===== src/rtl/mmac_pkg.sv =====
// ----------------------------------------------------------------------------
// mmac_pkg
// Shared types and constants of the matrix multiply-accumulate block.
// ----------------------------------------------------------------------------
package mmac_pkg;

  // Default sizes handed to the top level
  localparam int N_MAX_DEF = 16;
  localparam int TILE_DEF  = 4;

  // Fixed field widths
  localparam int CMD_W  = 3;
  localparam int IDX_W  = 4;
  localparam int AB_W   = 16;
  localparam int C_W    = 48;
  localparam int PROD_W = 2 * AB_W;
  localparam int SIZE_W = 5;

  localparam logic [SIZE_W-1:0] SIZE_RST = 5'd16;

  localparam logic signed [C_W-1:0] C_MAX = {1'b0, {(C_W-1){1'b1}}};
  localparam logic signed [C_W-1:0] C_MIN = {1'b1, {(C_W-1){1'b0}}};

  // Item commands
  typedef enum logic [CMD_W-1:0] {
    CMD_WR_A    = 3'd0,
    CMD_WR_B    = 3'd1,
    CMD_WR_C    = 3'd2,
    CMD_COMPUTE = 3'd3,
    CMD_RD_C    = 3'd4
  } cmd_t;

  // Compute sequencer states
  typedef enum logic [2:0] {
    S_IDLE  = 3'b001,
    S_MAC   = 3'b010,
    S_DRAIN = 3'b100
  } state_t;

  // Status from the multiply-accumulate datapath
  typedef struct packed {
    logic pipe_busy;
    logic clip;
  } mac_stat_t;

endpackage


===== src/rtl/mmac_mac.sv =====
// ----------------------------------------------------------------------------
// mmac_mac
// Product and accumulate stages, plus the saturating add onto the C entry.
// ----------------------------------------------------------------------------
module mmac_mac #(
  parameter int N_MAX = mmac_pkg::N_MAX_DEF
) (
  input  logic                                clk,
  input  logic                                rst_n,
  input  logic signed [mmac_pkg::AB_W-1:0]    a_data,
  input  logic signed [mmac_pkg::AB_W-1:0]    b_data,
  input  logic                                data_vld,
  input  logic                                acc_clr,
  input  logic signed [mmac_pkg::C_W-1:0]     c_data,
  output logic signed [mmac_pkg::C_W-1:0]     c_new,
  output mmac_pkg::mac_stat_t                 stat
);

  localparam int ACC_W = mmac_pkg::PROD_W + $clog2(N_MAX);
  localparam int SUM_W = mmac_pkg::C_W + 1;

  logic signed [mmac_pkg::PROD_W-1:0] prod_r;
  logic                               prod_vld_r;
  logic signed [ACC_W-1:0]            acc_r;
  logic signed [SUM_W-1:0]            sum;
  logic                               clip;

  // Register the product, then fold it into the running sum
  always_ff @(posedge clk) begin
    if (!rst_n) begin
      prod_vld_r <= 1'b0;
    end else begin
      prod_vld_r <= data_vld;
    end
    prod_r <= a_data * b_data;
    if (acc_clr) begin
      acc_r <= '0;
    end else if (prod_vld_r) begin
      acc_r <= acc_r + ACC_W'(prod_r);
    end
  end

  // Add the exact sum to the old entry and clip to the 48-bit range
  always_comb begin
    sum  = SUM_W'(c_data) + SUM_W'(acc_r);
    clip = sum[SUM_W-1] ^ sum[SUM_W-2];
    if (clip) begin
      c_new = sum[SUM_W-1] ? mmac_pkg::C_MIN : mmac_pkg::C_MAX;
    end else begin
      c_new = sum[mmac_pkg::C_W-1:0];
    end
  end

  assign stat.pipe_busy = data_vld | prod_vld_r;
  assign stat.clip      = clip;

endmodule


===== config.mk =====
export PLATFORM = sky130hd
export DESIGN_NAME = mmac_mac
export DESIGN_NICKNAME = d
export VERILOG_FILES = /design/src/rtl/mmac_pkg.sv /design/src/rtl/mmac_mac.sv
export SDC_FILE = /design/constraint.sdc
export NUM_CORES = 1
export LEC_CHECK = 0
export ABC_AREA = 1
export ABC_CLOCK_PERIOD_IN_PS = 7500
export BUFFER_PORTS_ARGS = -buffer_cell sky130_fd_sc_hd__buf_2
export CAP_MARGIN = 10
export CORE_AREA = 2 2 189 191
export CTS_CLUSTER_DIAMETER = 100
export DETAILED_ROUTE_END_ITERATION = 10
export DIE_AREA = 0 0 191 193
export PLACE_DENSITY = 0.73
export SYNTH_ARGS = -nofsm -noshare
export SYNTH_HDL_FRONTEND = slang
export SYNTH_SLANG_ARGS = --single-unit

===== constraint.sdc =====
create_clock -name clk -period 7.5 [get_ports clk]
set_input_delay 0.75 -clock clk [delete_from_list [all_inputs] [get_ports clk]]
set_output_delay 0.75 -clock clk [all_outputs]
set_load 0.005 [all_outputs]

Yosys cells after proc, flatten, opt, wreduce, memory -nomap -nowiden:

Index checks and enable logic that the tools add are counted.

* add/sub/neg operators: 2
* multiply operators: 1
* div/mod/pow operators: 0
* order comparisons: 0
* eq/ne operators: 0
* shifts and indexed selects: 0
* mux-type cells: 2
* bitwise operators: 2
* reduce and logical (&&, ||, !) cells: 0

Operators by type and width (count)
* $mux W48: 2
* $add A48 B36 Y49: 1
* $add A36 B32 Y36: 1
* $mul A16 B16 Y32: 1
* $or A1 B1 Y1: 1
* $xor A1 B1 Y1: 1

* bits in registers: 69
* latch bits: 0
* memory bits (writable): 0
* ROM bits: 0
* output and inout bits: 50
* logic and storage cells: 10
* memories: 0

Logic depth before layout (Yosys ltp):

Gate-level depths: netlist (run 1).

* depth after elaboration: 3
* mapped depth: 28

Worst setup path before layout (run 1):

Ideal clock, no wire load.

* path type: input to register
* start point: in b_data[7] (netlist bit)
* end point: reg prod_r[29] (netlist bit)
* library setup time: 0.121 ns
* data arrival time: 5.909 ns
* data required time: 7.379 ns
* path slack: 1.471 ns
* stages: 22
* cell sequence: clkbuf_1 clkbuf_1 nand2_1 fa_1 inv_1 fa_1 fa_1 inv_1 fa_1 inv_1 fa_1 inv_1 fa_1 inv_1 ha_1 nand2_1 nor2_1 nand2_1 o211ai_1 a21oi_1 nand2_1 xor2_1

* longest elaborated chain between the ends: 1

RTL lines
* start, declared: line mmac_mac.sv:11 `input logic signed [mmac_pkg::AB_W-1:0] b_data,`
* $mul A16 B16 Y32: line mmac_mac.sv:35 `prod_r <= a_data * b_data;`
* end signal, assigned: line mmac_mac.sv:35
* end, declared: line mmac_mac.sv:22 `logic signed [mmac_pkg::PROD_W-1:0] prod_r;`

No other way between the ends.
A chain may end at the register's enable or synchronous reset.

Final worst setup path (run 1):

* start point: in b_data[1] (netlist bit)
* end point: reg prod_r[29] (netlist bit)

Same word-level chain as after synthesis.

==> impl_metrics.json, run 1 <==
{
  "status": "finished clean",
  "crit_buf_inv": 7,
  "finalMaxSlewViolations": 0,
  "grt_pass1_vias": 18100,
  "postCtsSetupBuffers": 0,
  "r2r_cells": 17,
  "grt_pass1_wl_um": 92100,
  "postSynthAreaPerCell_um2": 6.58,
  "worst_pin_slew_ns": 1.10,
  "fin_crit_ns": 6.01,
  "endpoint_kind": "flop",
  "wire_per_inst_um": 16.6,
  "synth_fa_ha_area_share_pct": 38.8,
  "cts_resized": 0,
  "fin_crit_sh_pct": 80.1,
  "grt_max_degree": 58,
  "crit_arrival_ns": 6.29,
  "syn_area_mm2": 0.0190,
  "rows": 69,
  "yosys_warnings": 0,
  "nNetsFinal": 3462,
  "grt.total_usage_pct": 31.7,
  "timing_hold_violations_final": 0,
  "worstSkewPairLatency_ns": 0.35,
  "cts_sinks": 69,
  "hold_buffers": 0,
  "synth_compound_area_share_pct": 7.87,
  "cap_violations": 0,
  "path_max_fanout": 16,
  "final_layout_size_suffix_gt1_share_pct": 5.75,
  "pin_count": 134,
  "globalRouteOverflowTotal": 0,
  "holdPathStages": 2,
  "critPathTopFamily": "adder cells",
  "routed_via_density": 5.27,
  "cts_tree": "yes",
  "required_ns": 7.78,
  "timing.fmax_mhz": 166,
  "cts-root-buf": "clkbuf_16",
  "synth_xor_area_share_pct": 3.79,
  "path_depth": 21,
  "postRouteAntennaNets": 0,
  "tns_ns": 0,
  "critPathKind": "in -> reg",
  "hpwl_um": 49100,
  "antenna_found_initial": 1,
  "io_buffers": 133,
  "fin_worst_skew_ns": 0.00738,
  "syn_inst": 2882,
  "drtPass1Iterations": 6,
  "hold_class": "reg -> reg",
  "cts-buffers-inserted": 9,
  "die_w_um": 191,
  "start_util_pct": 54.2,
  "slowest_delay_ns": 0.69,
  "yosysUniqueCellTypes": 39,
  "drc": 0,
  "slew_headroom_pct": 26.4,
  "dieArea_mm2": 0.0369,
  "ys_seq_elements": 69,
  "worst_path_max_delay_cell": "fa_1",
  "synth-simple-area-share_pct": 26.7,
  "routed-via-count": 18000,
  "fill_cells": 3537,
  "critPathLaunchType": "primary input",
  "core_area_mm2": 0.0350,
  "synth_top_family_by_area": "adder cells",
  "cts.htree.levels": 3,
  "drt_iter0_markers": 1217,
  "setup_viol": 0,
  "crit_chain": "buf_2, nand2_1, inv_1, fa_1, fa_1, inv_1, fa_1, fa_1, inv_1, fa_1, inv_1, fa_1, inv_1, ha_1, nand2_1, nor2_1, inv_1, nor3_1, a21oi_1, nand2_1, xor2_1",
  "synth_fp_nets": 3395,
  "rsz0062_at_grt": "no",
  "clkTransAtPathRegs_ns": 0.06,
  "syn_to_final_growth_pct": 6.34,
  "die_h_um": 193,
  "drt-total-wl_um": 56600,
  "seq_area_frac_synth_pct": 7.29,
  "clock_path_buffers": 2,
  "hold_ws_ns": 0.572,
  "place_congestion": 1.00,
  "final_common_cell": "nand2_1",
  "muxShareOfSynthArea_pct": 0,
  "layout_common_cells": "827 x nand2_1, 694 x inv_1, 264 x fa_1, 256 x nor2_1, 165 x ha_1"
}
## through the flow
stage                     utilization (%)  instances  worst slack, ns  area [µm²]
after floorplan                         -       2882             1.47       19000
after global placement               56.8       3399             1.26       19900
after detailed placement             56.8       3399             1.17       19900
after CTS                            57.7       3415             1.55       20200
after global routing                 57.7       3416             1.21       20200
final                                57.7       3416             1.49       20200
## routing by layer
layer	share of wire (%)	routed length (µm)	global-route usage [%]	vias to the layer above
met4	3.9	2180	12.3	0
met3	6.4	3620	3.10	129
li1	-	-	-	8717
met5	0	0	0	-
met2	47	26500	54.5	668
met1	43	24300	41.5	8499
## area by class of cell
class / instances / area [µm²] / area share (%)
multi-input combinational: 2041 / 14600 / 72.6
clock inverter: 7 / 66.3 / 0.329
clock buffer: 9 / 225 / 1.12
sequential: 69 / 1380 / 6.86
antenna: 1 / 2.50 / 0.0124
inverter: 694 / 2610 / 12.9
tap: 461 / 577 / 2.86
timing repair buffer: 134 / 673 / 3.34
## cell usage after synthesis (all sizes together)
master | n | share of area (%)
a31oi | 2 | 0.066
fa | 264 | 28
and3 | 1 | 0.033
dfxtp | 69 | 7.3
xnor2 | 38 | 1.8
nand2 | 832 | 17
inv | 694 | 14
ha | 165 | 11
o221ai | 3 | 0.14
clkbuf | 66 | 1.3
a21boi | 4 | 0.16
and2 | 4 | 0.13
nor4 | 4 | 0.13
o21a | 5 | 0.20
or2 | 9 | 0.30
o211a | 1 | 0.053
nor2b | 1 | 0.033
o21ai | 66 | 1.7
a31o | 1 | 0.046
o211ai | 4 | 0.16
xor2 | 44 | 2.0
nand3 | 103 | 2.7
nand3b | 2 | 0.079
nor2 | 258 | 5.1
buf | 12 | 0.50
a21oi | 133 | 3.6
nor3 | 17 | 0.45
o31ai | 3 | 0.12
a211oi | 1 | 0.040
nand4 | 36 | 1.2
o21bai | 29 | 1.1
a21o | 11 | 0.44
## state kept, by name, indices dropped and copies added, names as in the netlist
signal,count
acc_r,36
prod_vld_r,1
prod_r,32
## cell families (layout without fill, tap and decap cells)
group           count (synthesis)  in the layout
simple gates                 1267           1267
buf+inv                       772            844
fa+ha+maj                     429            429
compound gates                263            263
xor+xnor                       82             82
flops                          69             69
other cells                     0              1
## path summary, 6_finish.rpt
path,endpoint,startpoint,slack (ns)
max,prod_r[29]$_DFF_P_,b_data[1],1.49
min,acc_r[0]$_SDFFE_PP0P_,acc_r[0]$_SDFFE_PP0P_,0.57
max reg2reg,acc_r[28]$_SDFFE_PP0P_,prod_r[0]$_DFF_P_,4.67
min reg2reg,acc_r[0]$_SDFFE_PP0P_,acc_r[0]$_SDFFE_PP0P_,0.57
## worst register-to-register path: stages (launching register included)
cell and delay (ns):
dfxtp_1 0.41, ha_1 0.33, inv_1 0.09, fa_1 0.40, inv_1 0.12, nand3_1 0.07
nand2_1 0.13, nand2_1 0.07, nand2_1 0.20, nand2_1 0.08, nand2_1 0.17, nand2_1 0.07
nand2_1 0.12, nand2_1 0.14, nand3_1 0.10, nand3_1 0.07, nand2_1 0.10, inv_1 0.04
Power of run 1 is not shown: default switching activity piles up to over one toggle a cycle in this logic, so the estimate is an artifact.
==> run 2, diff against run 1 <==
- ABC_CLOCK_PERIOD_IN_PS: 7500 -> 6250
- clock period: 7.5 -> 6.25 ns (I/O delays scaled with it)
==> impl_metrics.json, run 2 (same netlist as run 1, synthesis figures left out) <==
{
  "cts-buffers-inserted": 9,
  "path_max_fanout": 16,
  "cts_resized": 0,
  "final_layout_size_suffix_gt1_share_pct": 6.01,
  "r2r_cells": 17,
  "endpoint_kind": "flop",
  "critPathKind": "in -> reg",
  "r2r-start": "prod_r[0]$_DFF_P_",
  "start_util_pct": 54.2,
  "timing_hold_violations_final": 0,
  "clkTransAtPathRegs_ns": 0.05,
  "hold_class": "in -> reg",
  "slew_headroom_pct": 37.7,
  "drt_iter0_markers": 1211,
  "cts.htree.levels": 3,
  "setup_slack_ns": 0.579,
  "cts_tree": "yes",
  "nNetsFinal": 3472,
  "cts-root-buf": "clkbuf_16",
  "antenna_found_initial": 0,
  "largest_reg_flops": 36,
  "pin_count": 134,
  "drtPass1Iterations": 5,
  "wire_per_inst_um": 16.7,
  "regToRegEndpoint": "acc_r[28]$_SDFFE_PP0P_",
  "timing.fmax_mhz": 176,
  "holdPathEnd": "prod_vld_r$_SDFF_PN0_",
  "drc": 0,
  "core_area_mm2": 0.0350,
  "hold_buffers": 0,
  "crit_chain": "buf_2, nand2_1, fa_1, inv_1, fa_1, fa_1, inv_1, fa_1, inv_1, fa_1, inv_1, fa_1, inv_1, ha_1, nand2_1, nor2_1, nand2_1, o211ai_1, a21oi_1, nand2_1, xor2_1",
  "crit_arrival_ns": 5.90,
  "reg.largest.list": "acc_r (36), prod_r (32), prod_vld_r (1)",
  "worst_pin_slew_ns": 0.931,
  "grt.total_usage_pct": 31.9,
  "holdPathStages": 3,
  "hpwl_um": 49700,
  "die_h_um": 193,
  "postCtsSetupBuffers": 0,
  "fin_crit_ns": 5.67,
  "fin_crit_sh_pct": 90.7,
  "clock_path_buffers": 2,
  "rrSetupSlack_ns": 3.55,
  "finalMaxSlewViolations": 0,
  "die_w_um": 191,
  "worst_path_max_delay_cell": "fa_1",
  "layout_common_cells": "827 x nand2_1, 694 x inv_1, 264 x fa_1, 256 x nor2_1, 165 x ha_1",
  "rows": 69,
  "dp_slack_ns": 0.190,
  "io_buffers": 133,
  "required_ns": 6.48,
  "diodes": 0,
  "grt_pass1_wl_um": 92400,
  "top_register": "acc_r",
  "crit_path_frequent_cell": "fa_1",
  "grt_max_degree": 58,
  "syn_to_final_growth_pct": 6.85,
  "status": "finished clean",
  "worstSkewPairLatency_ns": 0.35,
  "crit_buf_inv": 6,
  "rsz0062_at_grt": "no",
  "globalRouteOverflowTotal": 0,
  "cts_sinks": 69,
  "routed-via-count": 18000,
  "drt-total-wl_um": 57300,
  "grt_pass1_vias": 18000,
  "critPathLaunchType": "primary input",
  "routed_via_density": 5.26,
  "fin_worst_skew_ns": 0.00700,
  "setup_viol": 0,
  "place_congestion": 0.964,
  "tns_ns": 0,
  "final_common_cell": "nand2_1",
  "critPathTopFamily": "adder cells",
  "dieArea_mm2": 0.0369,
  "slowest_delay_ns": 0.60,
  "cap_violations": 0,
  "postRouteAntennaNets": 0,
  "hp-start": "rst_n"
}
-- run 2: cell count changes in the layout (fill, tap and decap cells not counted), sizes merged --
cell    before  now
clkbuf       9   11
diode        1    0
bufinv       1    2
buf        134  144
clkinv       5    1
-- run 2: worst max path at each step --
stage / start / endpoint / slack [ns] / depth (start not counted)
6_report: a_data[15] / prod_r[29]$_DFF_P_ / 0.58 / 21
5_1_grt: a_data[15] / prod_r[31]$_DFF_P_ / 0.22 / 22
4_1_cts: a_data[15] / prod_r[25]$_DFF_P_ / 0.56 / 19
2_1_floorplan: b_data[7] / prod_r[29]$_DFF_P_ / 0.35 / 22
3_3_place_gp: a_data[15] / prod_r[25]$_DFF_P_ / 0.31 / 19
3_5_place_dp: a_data[15] / prod_r[25]$_DFF_P_ / 0.19 / 19
-- run 2: area by class of cell --
class | instances | area (µm²)
sequential | 69 | 1380
inverter | 694 | 2610
multi-input combinational | 2041 | 14600
tap | 461 | 577
timing repair buffer | 144 | 748
clock inverter | 4 | 72.6
clock buffer | 11 | 243
fill | 3421 | 14700
-- run 2: worst register-to-register path, cell delays in order (launching register included) --
cell	delay, ns
dfxtp_1	0.42
ha_1	0.28
inv_1	0.08
fa_1	0.40
inv_1	0.11
nand3_1	0.07
nand2_1	0.14
nand2_1	0.07
nand2_1	0.20
nand2_1	0.08
nand2_1	0.20
nand2_1	0.08
nand2_1	0.13
nand2_1	0.09
nand3_1	0.07
nand3_1	0.07
nand2_1	0.08
inv_1	0.03
-- run 2: per-stage QoR --
step | area, µm² | std cells | hold WS [ns] | util [%]
floorplan | 19000 | 2882 | 0.478 | -
global placement | 19900 | 3409 | 0.558 | 57.0
detailed placement | 19900 | 3409 | 0.574 | 57.0
CTS | 20300 | 3424 | 0.463 | 57.9
global route | 20300 | 3424 | 0.478 | 57.9
finish | 20300 | 3424 | 0.465 | 57.9
-- run 2: routing by layer --
metal	GRT usage [%]	part of all wire (%)
met1	41.7	43
met5	0	0
met2	55.7	47
met3	3.10	6.5
met4	10.2	3.2
Power of run 2 is left out for the same reason.
